## config.mk

```make
export PLATFORM = sky130hd
export DESIGN_NAME = record_deque_with_filter_unit
export DESIGN_NICKNAME = d
export VERILOG_FILES = /design/src/hw/rtl/rdf_pkg.sv /design/src/hw/rtl/rdf_datapath.sv /design/src/hw/rtl/rdf_ctrl.sv /design/src/hw/rtl/record_deque_with_filter_unit.sv
export SDC_FILE = /design/constraint.sdc
export NUM_CORES = 1
export LEC_CHECK = 0
export BUFFER_PORTS_ARGS = -buffer_cell sky130_fd_sc_hd__buf_4
export CAP_MARGIN = 5
export CORE_MARGIN = 4
export CORE_UTILIZATION = 45
export CTS_BUF_LIST = sky130_fd_sc_hd__clkbuf_4 sky130_fd_sc_hd__clkbuf_8
export DETAILED_ROUTE_END_ITERATION = 16
export GPL_TIMING_DRIVEN = 0
export HOLD_SLACK_MARGIN = 0.08
export PLACE_DENSITY = 0.64
export SLEW_MARGIN = 25
export SYNTH_ARGS = -nofsm -noshare
export SYNTH_HDL_FRONTEND = slang
export SYNTH_SLANG_ARGS = --single-unit
```

## constraint.sdc

```tcl
create_clock -name clock -period 8.9 [get_ports clock]
set_input_delay 1.335 -clock clock [delete_from_list [all_inputs] [get_ports clock]]
set_output_delay 1.335 -clock clock [all_outputs]
set_load 0.1 [all_outputs]
```

## src/hw/rtl/rdf_pkg.sv

```systemverilog
// rdf_pkg: shared types, codes and defaults for the record deque with filter
`timescale 1ns / 1ps

package rdf_pkg;

   localparam int RDF_DEPTH = 16;
   localparam int FIELD_W   = 16;
   localparam int OCC_W     = 5;

   typedef enum logic [1:0] {
      CMD_PUSH_FRONT = 2'd0,
      CMD_PUSH_BACK  = 2'd1,
      CMD_POP_FRONT  = 2'd2,
      CMD_FILTER     = 2'd3
   } rdf_cmd_code_type;

   typedef enum logic [1:0] {
      STATUS_OK      = 2'd0,
      STATUS_EMPTY   = 2'd1,
      STATUS_FULL    = 2'd2,
      STATUS_NOMATCH = 2'd3
   } rdf_status_code_type;

   typedef struct packed {
      logic [1:0]         command;
      logic [FIELD_W-1:0] title_handle;
      logic [FIELD_W-1:0] page_count;
      logic [FIELD_W-1:0] page_limit;
   } rdf_req_type;

   typedef struct packed {
      logic [1:0]         status;
      logic [FIELD_W-1:0] out_title;
      logic [FIELD_W-1:0] out_pages;
      logic               last_of_run;
      logic [OCC_W-1:0]   occupancy;
   } rdf_rsp_type;

   typedef struct packed {
      logic [FIELD_W-1:0] title;
      logic [FIELD_W-1:0] pages;
   } rdf_entry_type;

   typedef enum logic [2:0] {
      ST_IDLE,
      ST_DECODE,
      ST_POP,
      ST_COUNT,
      ST_COUNT_END,
      ST_EMIT,
      ST_FINISH
   } rdf_state_type;

   typedef enum logic [2:0] {
      RSP_PUSH_OK,
      RSP_FULL,
      RSP_EMPTY,
      RSP_POP,
      RSP_NOMATCH,
      RSP_MATCH
   } rdf_rsp_sel_type;

   // controller to datapath
   typedef struct packed {
      logic            capture;
      logic            push_front;
      logic            push_back;
      logic            rd_front;
      logic            pop_commit;
      logic            walk_restart;
      logic            count_step;
      logic            emit_step;
      logic            commit_filter;
      logic            load_rsp;
      rdf_rsp_sel_type rsp_sel;
   } rdf_cmd_type;

   // datapath to controller
   typedef struct packed {
      logic [1:0] command;
      logic       full;
      logic       empty;
      logic       match;
      logic       walk_last;
      logic       hits_zero;
   } rdf_stat_type;

endpackage

```

## src/hw/rtl/rdf_datapath.sv

```systemverilog
// rdf_datapath: record ring memory, pointers, filter walk counters and result register
`timescale 1ns / 1ps

module rdf_datapath
   import rdf_pkg::*;
#(
   parameter int DEPTH = RDF_DEPTH
) (
   input  logic         clock,
   input  logic         reset,
   input  rdf_req_type  req_payload,
   input  rdf_cmd_type  cmd,
   output rdf_stat_type stat,
   output rdf_rsp_type  rsp_payload
);

   localparam int PW = $clog2(DEPTH);
   localparam int CW = $clog2(DEPTH + 1);

   rdf_entry_type mem [DEPTH];

   logic [PW-1:0] front_ff, front_in;
   logic [CW-1:0] count_ff, count_in;
   logic [CW-1:0] idx_ff, idx_in;
   logic [CW-1:0] kept_ff, kept_in;
   logic [CW-1:0] hits_ff, hits_in;
   logic [CW-1:0] emitted_ff, emitted_in;
   rdf_req_type   req_ff, req_in;
   rdf_entry_type rd_data_ff;
   rdf_rsp_type   rsp_ff, rsp_in;

   logic [PW-1:0] rd_addr;
   logic [PW-1:0] wr_addr;
   logic          wr_en;
   rdf_entry_type wr_data;
   logic          match;
   logic [CW-1:0] occ_val;

   function automatic logic [PW-1:0] ring_slot(input logic [PW-1:0] base,
                                               input logic [CW-1:0] off);
      logic [CW:0] sum;
      sum = (CW+1)'(base) + (CW+1)'(off);
      if (sum >= (CW+1)'(DEPTH)) begin
         sum = sum - (CW+1)'(DEPTH);
      end
      return sum[PW-1:0];
   endfunction

   assign match = rd_data_ff.pages >= req_ff.page_limit;

   always_comb begin
      front_in   = front_ff;
      count_in   = count_ff;
      idx_in     = idx_ff;
      kept_in    = kept_ff;
      hits_in    = hits_ff;
      emitted_in = emitted_ff;
      req_in     = req_ff;
      wr_en      = 1'b0;
      wr_addr    = ring_slot(front_ff, kept_ff);
      wr_data    = rd_data_ff;

      if (cmd.capture) begin
         req_in  = req_payload;
         idx_in  = '0;
         hits_in = '0;
      end
      if (cmd.push_front) begin
         front_in = (front_ff == '0) ? PW'(DEPTH - 1) : front_ff - 1'b1;
         wr_en    = 1'b1;
         wr_addr  = front_in;
         wr_data  = '{title: req_ff.title_handle, pages: req_ff.page_count};
         count_in = count_ff + 1'b1;
      end
      if (cmd.push_back) begin
         wr_en    = 1'b1;
         wr_addr  = ring_slot(front_ff, count_ff);
         wr_data  = '{title: req_ff.title_handle, pages: req_ff.page_count};
         count_in = count_ff + 1'b1;
      end
      if (cmd.pop_commit) begin
         front_in = (front_ff == PW'(DEPTH - 1)) ? '0 : front_ff + 1'b1;
         count_in = count_ff - 1'b1;
      end
      if (cmd.walk_restart) begin
         idx_in     = '0;
         kept_in    = '0;
         emitted_in = '0;
      end
      if (cmd.count_step) begin
         idx_in = idx_ff + 1'b1;
         if (match) begin
            hits_in = hits_ff + 1'b1;
         end
      end
      if (cmd.emit_step) begin
         idx_in = idx_ff + 1'b1;
         if (match) begin
            emitted_in = emitted_ff + 1'b1;
         end else begin
            // compaction: kept slot never runs ahead of the read slot
            wr_en   = 1'b1;
            kept_in = kept_ff + 1'b1;
         end
      end
      if (cmd.commit_filter) begin
         count_in = kept_ff;
      end
   end

   // read runs every cycle from the next walk index, so that entry is registered and ready in the following cycle
   assign rd_addr = cmd.rd_front ? front_ff : ring_slot(front_ff, idx_in);

   always_comb begin
      rsp_in  = rsp_ff;
      occ_val = count_ff;
      if (cmd.load_rsp) begin
         rsp_in.status      = STATUS_OK;
         rsp_in.out_title   = '0;
         rsp_in.out_pages   = '0;
         rsp_in.last_of_run = 1'b1;
         unique case (cmd.rsp_sel)
            RSP_PUSH_OK: begin
               occ_val = count_ff + 1'b1;
            end
            RSP_FULL: begin
               rsp_in.status = STATUS_FULL;
            end
            RSP_EMPTY: begin
               rsp_in.status = STATUS_EMPTY;
            end
            RSP_POP: begin
               rsp_in.out_title = rd_data_ff.title;
               rsp_in.out_pages = rd_data_ff.pages;
               occ_val          = count_ff - 1'b1;
            end
            RSP_NOMATCH: begin
               rsp_in.status = STATUS_NOMATCH;
            end
            RSP_MATCH: begin
               rsp_in.out_title   = rd_data_ff.title;
               rsp_in.out_pages   = rd_data_ff.pages;
               rsp_in.last_of_run = (emitted_ff == hits_ff - 1'b1);
               occ_val            = count_ff - hits_ff;
            end
            default: begin
               rsp_in.status = STATUS_OK;
            end
         endcase
         rsp_in.occupancy = OCC_W'(occ_val);
      end
   end

   always_ff @(posedge clock) begin
      if (wr_en) begin
         mem[wr_addr] <= wr_data;
      end
      rd_data_ff <= mem[rd_addr];
   end

   always_ff @(posedge clock) begin
      if (reset) begin
         front_ff   <= '0;
         count_ff   <= '0;
         idx_ff     <= '0;
         kept_ff    <= '0;
         hits_ff    <= '0;
         emitted_ff <= '0;
      end else begin
         front_ff   <= front_in;
         count_ff   <= count_in;
         idx_ff     <= idx_in;
         kept_ff    <= kept_in;
         hits_ff    <= hits_in;
         emitted_ff <= emitted_in;
      end
   end

   always_ff @(posedge clock) begin
      req_ff <= req_in;
      rsp_ff <= rsp_in;
   end

   assign stat.command   = req_ff.command;
   assign stat.full      = (count_ff == CW'(DEPTH));
   assign stat.empty     = (count_ff == '0);
   assign stat.match     = match;
   assign stat.walk_last = (idx_ff == count_ff - 1'b1);
   assign stat.hits_zero = (hits_ff == '0);

   assign rsp_payload = rsp_ff;

endmodule

```

## src/hw/rtl/rdf_ctrl.sv

```systemverilog
// rdf_ctrl: command sequencer and handshake control for the record deque
`timescale 1ns / 1ps

module rdf_ctrl
   import rdf_pkg::*;
(
   input  logic         clock,
   input  logic         reset,
   input  logic         req_valid,
   output logic         req_ready,
   output logic         rsp_valid,
   input  logic         rsp_ready,
   input  rdf_stat_type stat,
   output rdf_cmd_type  cmd
);

   rdf_state_type state_ff, state_in;
   logic          rsp_valid_ff, rsp_valid_in;
   logic          out_free;

   assign out_free = !rsp_valid_ff || rsp_ready;

   always_comb begin
      state_in  = state_ff;
      cmd       = '0;
      cmd.rsp_sel = RSP_PUSH_OK;
      req_ready = 1'b0;

      unique case (state_ff)
         ST_IDLE: begin
            req_ready = out_free;
            if (req_valid && out_free) begin
               cmd.capture = 1'b1;
               state_in    = ST_DECODE;
            end
         end
         ST_DECODE: begin
            unique case (stat.command)
               CMD_PUSH_FRONT, CMD_PUSH_BACK: begin
                  cmd.load_rsp = 1'b1;
                  if (stat.full) begin
                     cmd.rsp_sel = RSP_FULL;
                  end else begin
                     cmd.rsp_sel    = RSP_PUSH_OK;
                     cmd.push_front = (stat.command == CMD_PUSH_FRONT);
                     cmd.push_back  = (stat.command == CMD_PUSH_BACK);
                  end
                  state_in = ST_IDLE;
               end
               CMD_POP_FRONT: begin
                  if (stat.empty) begin
                     cmd.load_rsp = 1'b1;
                     cmd.rsp_sel  = RSP_EMPTY;
                     state_in     = ST_IDLE;
                  end else begin
                     cmd.rd_front = 1'b1;
                     state_in     = ST_POP;
                  end
               end
               CMD_FILTER: begin
                  if (stat.empty) begin
                     cmd.load_rsp = 1'b1;
                     cmd.rsp_sel  = RSP_NOMATCH;
                     state_in     = ST_IDLE;
                  end else begin
                     state_in = ST_COUNT;
                  end
               end
               default: begin
                  state_in = ST_IDLE;
               end
            endcase
         end
         ST_POP: begin
            cmd.load_rsp   = 1'b1;
            cmd.rsp_sel    = RSP_POP;
            cmd.pop_commit = 1'b1;
            state_in       = ST_IDLE;
         end
         // first pass counts matches so every result carries the final occupancy
         ST_COUNT: begin
            cmd.count_step = 1'b1;
            if (stat.walk_last) begin
               state_in = ST_COUNT_END;
            end
         end
         ST_COUNT_END: begin
            if (stat.hits_zero) begin
               cmd.load_rsp = 1'b1;
               cmd.rsp_sel  = RSP_NOMATCH;
               state_in     = ST_IDLE;
            end else begin
               cmd.walk_restart = 1'b1;
               state_in         = ST_EMIT;
            end
         end
         // second pass emits matches and compacts the rest toward the front
         ST_EMIT: begin
            if (!stat.match || out_free) begin
               cmd.emit_step = 1'b1;
               cmd.load_rsp  = stat.match;
               cmd.rsp_sel   = RSP_MATCH;
               if (stat.walk_last) begin
                  state_in = ST_FINISH;
               end
            end
         end
         ST_FINISH: begin
            cmd.commit_filter = 1'b1;
            state_in          = ST_IDLE;
         end
         default: begin
            state_in = ST_IDLE;
         end
      endcase
   end

   always_comb begin
      rsp_valid_in = rsp_valid_ff;
      if (cmd.load_rsp) begin
         rsp_valid_in = 1'b1;
      end else if (rsp_ready) begin
         rsp_valid_in = 1'b0;
      end
   end

   always_ff @(posedge clock) begin
      if (reset) begin
         state_ff     <= ST_IDLE;
         rsp_valid_ff <= 1'b0;
      end else begin
         state_ff     <= state_in;
         rsp_valid_ff <= rsp_valid_in;
      end
   end

   assign rsp_valid = rsp_valid_ff;

endmodule

```

## src/hw/rtl/record_deque_with_filter_unit.sv

```systemverilog
// record_deque_with_filter_unit: top level of the record deque with page-limit filter
// one transaction in flight: requests are taken only when idle with no stalled result
// the ring memory's single read port sets the walk rate to one record per cycle per pass,
// while the emit pass holds on a match until a stalled result is taken
// reset clears pointers, count, state and result valid; record memory is not cleared
`timescale 1ns / 1ps

module record_deque_with_filter_unit
   import rdf_pkg::*;
#(
   parameter int DEPTH = RDF_DEPTH
) (
   input  logic        clock,
   input  logic        reset,
   input  logic        req_valid,
   output logic        req_ready,
   input  rdf_req_type req_payload,
   output logic        rsp_valid,
   input  logic        rsp_ready,
   output rdf_rsp_type rsp_payload
);

   rdf_cmd_type  cmd;
   rdf_stat_type stat;

   rdf_ctrl u_ctrl (
      .clock     (clock),
      .reset     (reset),
      .req_valid (req_valid),
      .req_ready (req_ready),
      .rsp_valid (rsp_valid),
      .rsp_ready (rsp_ready),
      .stat      (stat),
      .cmd       (cmd)
   );

   rdf_datapath #(
      .DEPTH (DEPTH)
   ) u_datapath (
      .clock       (clock),
      .reset       (reset),
      .req_payload (req_payload),
      .cmd         (cmd),
      .stat        (stat),
      .rsp_payload (rsp_payload)
   );

endmodule

```

==> summary.txt <==
vias in the first global route = 14.71k
Synth cell types = 69
post-synth net total = 1,597
DRT antenna net count = 0
CTS sink cnt = 667
fmax = 180.4 MHz
DRC violations left = 0
GRT overflow = 0
Rows = 89
Synth area leader = edfxtp_1
H-Tree Depth = 3
Max-Cap Viols = 0
Power Internal = 5128 uW
R2R Setup Slk = 3360 ps
total power = 6698 uW
nets = 1,827
count of state elements after synthesis = 667
Leakage = 0.01132 uW
Clock power frac = 39.2%
Via Count = 14.37k
Die Ht = 252.8 um
Post-CTS Setup Bufs = 0
gr usage total = 19.50%
drt pass-1 iters = 5
routability congestion estimate = 0.8616
RSZ-0062 raised after global routing = false
Sum Neg Setup Slack = 0 ps
Max Root-Sink Buffers = 3
Comb power frac = 7.4%
min Tclk post-route = 5543 ps
final WL = 61.54 mm
Synth Area in Compound Gates = 3.152%
status = complete, no violations
Rel. slew slack = 31.88%
post-synth top area share = 67.06%
post-layout util = 53.49%
endpoints failing setup = 0
critical path class = reg2reg
via/cell ratio = 5.540
DR WL/cell = 23.72 um
Min-Delay Path Class = reg2reg
Seq/Total Area, Yosys = 71.89%
chip width = 252.8 um
initial antenna violation count = 0
Port Buffers = 95
Async SR Flop Fraction = 0%
EDFF count, synth = 602
First DRT Iteration DRCs = 1,258
Arrival @ worst endpoint = 6100 ps
YS warnings = 0
Mapped Cells = 1,500
clock-pin slew on the worst setup and hold paths = 60 ps
Crit Path Max Fanout = 10
startpoint types = flip-flop
clock root buffer = clkbuf_8
Post-Syn Area = 26,960 um2
I/O pin count = 96
fin. max-slew vios = 0
diode count = 0
pwr dens = 211.8 nW/um2
share of power burned in registers = 53.4%
nature of the critical path endpoint = flip-flop
post-synthesis xor/xnor area fraction = 1.044%
Worst-Skew Late Latency = 720 ps
most numerous cell in the Yosys netlist = edfxtp_1
mux cell area share after synthesis = 14.77%
commonest cells in the netlist = edfxtp_1 (602), nand2_1 (136), mux4_2 (128)
Final HPWL DP = 39.51 mm
Initial Utilization = 45.59%
VDD IR-drop max = 0.1603 mV
Worst-Margin Slew = 1015 ps
CTS hold repair buffers = 0
Synth area leaders = edfxtp_1 (67%), mux4_2 (11%), dfxtp_1 (4.8%), mux2i_1 (3.9%), nand2_1 (1.9%)
Switching Share = 23.44%
main flop type after synthesis = edfxtp_1
global-route wire length before repair = 91.87 mm
P_sw = 1570 uW
# resized after CTS = 0
CTS tree = yes
Core ar. = 59,130 um2
main combinational cell family by area after synthesis = multiplexers
post-synthesis adder-cell area fraction = 2.107%
Hold Vio Cnt, Final = 0
WP data required = 9450 ps
share of layout cells above drive strength 1 = 27.62%
largest net degree at the start of global routing = 33
Worst Skew = 33.39 ps
Num CTS Buffers = 107
final worst-path cycle share = 62.28%
die area = 63,880 um2
Mean Syn Cell Area = 17.97 um2
area grow syn2layout = 17.35%
simple-gate share of the synthesized area = 5.203%
[placed cells by master (no fill, tap or decap), drive strengths merged, types with 3 or more instances in the layout]
cell    netlist  final
and2         31     31
nor2b         7      7
or2           6      6
ha           39     39
buf          28    149
mux4        128    128
a31oi         6      6
a41oi         3      3
nor3b         3      3
nand4         8      8
mux2          5      5
o211ai        4      4
nand2b        8      8
a211oi        9      9
nor2         54     54
clkinv        0     28
inv          40     45
xnor2        20     20
a21oi        37     37
mux2i       104    104
xor2         10     10
nand2       136    136
edfxtp      602    602
or3           3      3
clkbuf       37    202
o21a          6      6
a21o         10     10
o31ai         3      3
dfxtp        65     65
nor3          9      9
fa            4      4
nand3        22     22
o21ai        26     26
[state kept, by name, indices dropped and copies added (netlist names)]
signal	flops
u_datapath.mem	512
u_ctrl.state_ff	3
u_datapath.rsp_payload	40
u_datapath.req_ff	48
u_ctrl.rsp_valid	1
u_datapath.front_ff	4
u_datapath.stat	2
u_datapath.kept_ff	5
u_datapath.idx_ff	5
u_datapath.emitted_ff	5
u_datapath.rd_data_ff	32
u_datapath.count_ff	5
u_datapath.hits_ff	5
[cell families after synthesis]
kind of cell / count (synthesis)
compound gates: 124
xor+xnor: 30
fa+ha+maj: 43
buf+inv: 105
flops: 667
mux: 237
simple gates: 294
[routing by layer]
layer	GRT usage, %	share of wire (%)	wire (um)	vias up
met1	26.91	43	26240	7390
met5	0	0	0	-
met3	3.581	5.8	3539	111
met2	32.04	49	30090	496
met4	5.957	2.7	1667	0
li1	-	-	-	6375
[power groups by stage]
stage               clock [uW]  combinational [uW]  sequential (uW)
global route              2840                 541             3580
detailed placement           0                 503             3640
CTS                       2700                 505             3580
global placement             0                 475             3640
finish                    2620                 498             3580
floorplan                    0                 268             3700
[per-stage QoR]
| stage | cells | setup slack (ps) | area [um2] | hold WS, ps |
|---|---|---|---|---|
| CTS | 2594 | 3325 | 31630 | 490.9 |
| floorplan | 1500 | 1291 | 26960 | 452.1 |
| detailed placement | 2394 | 3040 | 29450 | 483.7 |
| global placement | 2368 | 2731 | 28640 | 474.7 |
| global route | 2594 | 3036 | 31630 | 534.1 |
| finish | 2594 | 3357 | 31630 | 486.9 |
[worst paths after layout]
check	from	endpoint	cells past startpoint
worst max-delay path	u_datapath.rd_data_ff[15]	u_datapath.rd_data_ff[14]	17
worst min-delay path	u_datapath.emitted_ff[4]	u_datapath.emitted_ff[4]	2
worst max register to register	u_datapath.rd_data_ff[15]	u_datapath.rd_data_ff[14]	17
worst min register to register	u_datapath.emitted_ff[4]	u_datapath.emitted_ff[4]	2
[cell type report]
type / instances / area (um2)
clock buffer: 165 / 1977
multi-input combinational: 728 / 7209
tap: 773 / 967.2
timing repair buffer: 121 / 1391
fill: 4621 / 27500
sequential: 667 / 19380
clock inverter: 35 / 209.0
inverter: 40 / 152.6
buffer: 65 / 346.6
[critical path, stage by stage, from the launching register on]
cell	delay, ps
dfxtp_1	370
ha_1	310
and4_1	230
nand2_1	220
nor3_2	520
o31ai_2	160
o21ai_0	430
nand2_1	90
o21ai_0	170
ha_1	250
inv_1	60
fa_1	450
mux2i_1	190
clkbuf_1	440
clkbuf_1	690
mux4_2	420
mux2i_1	250
mux2i_1	120
(Power assumes the default switching activity.)
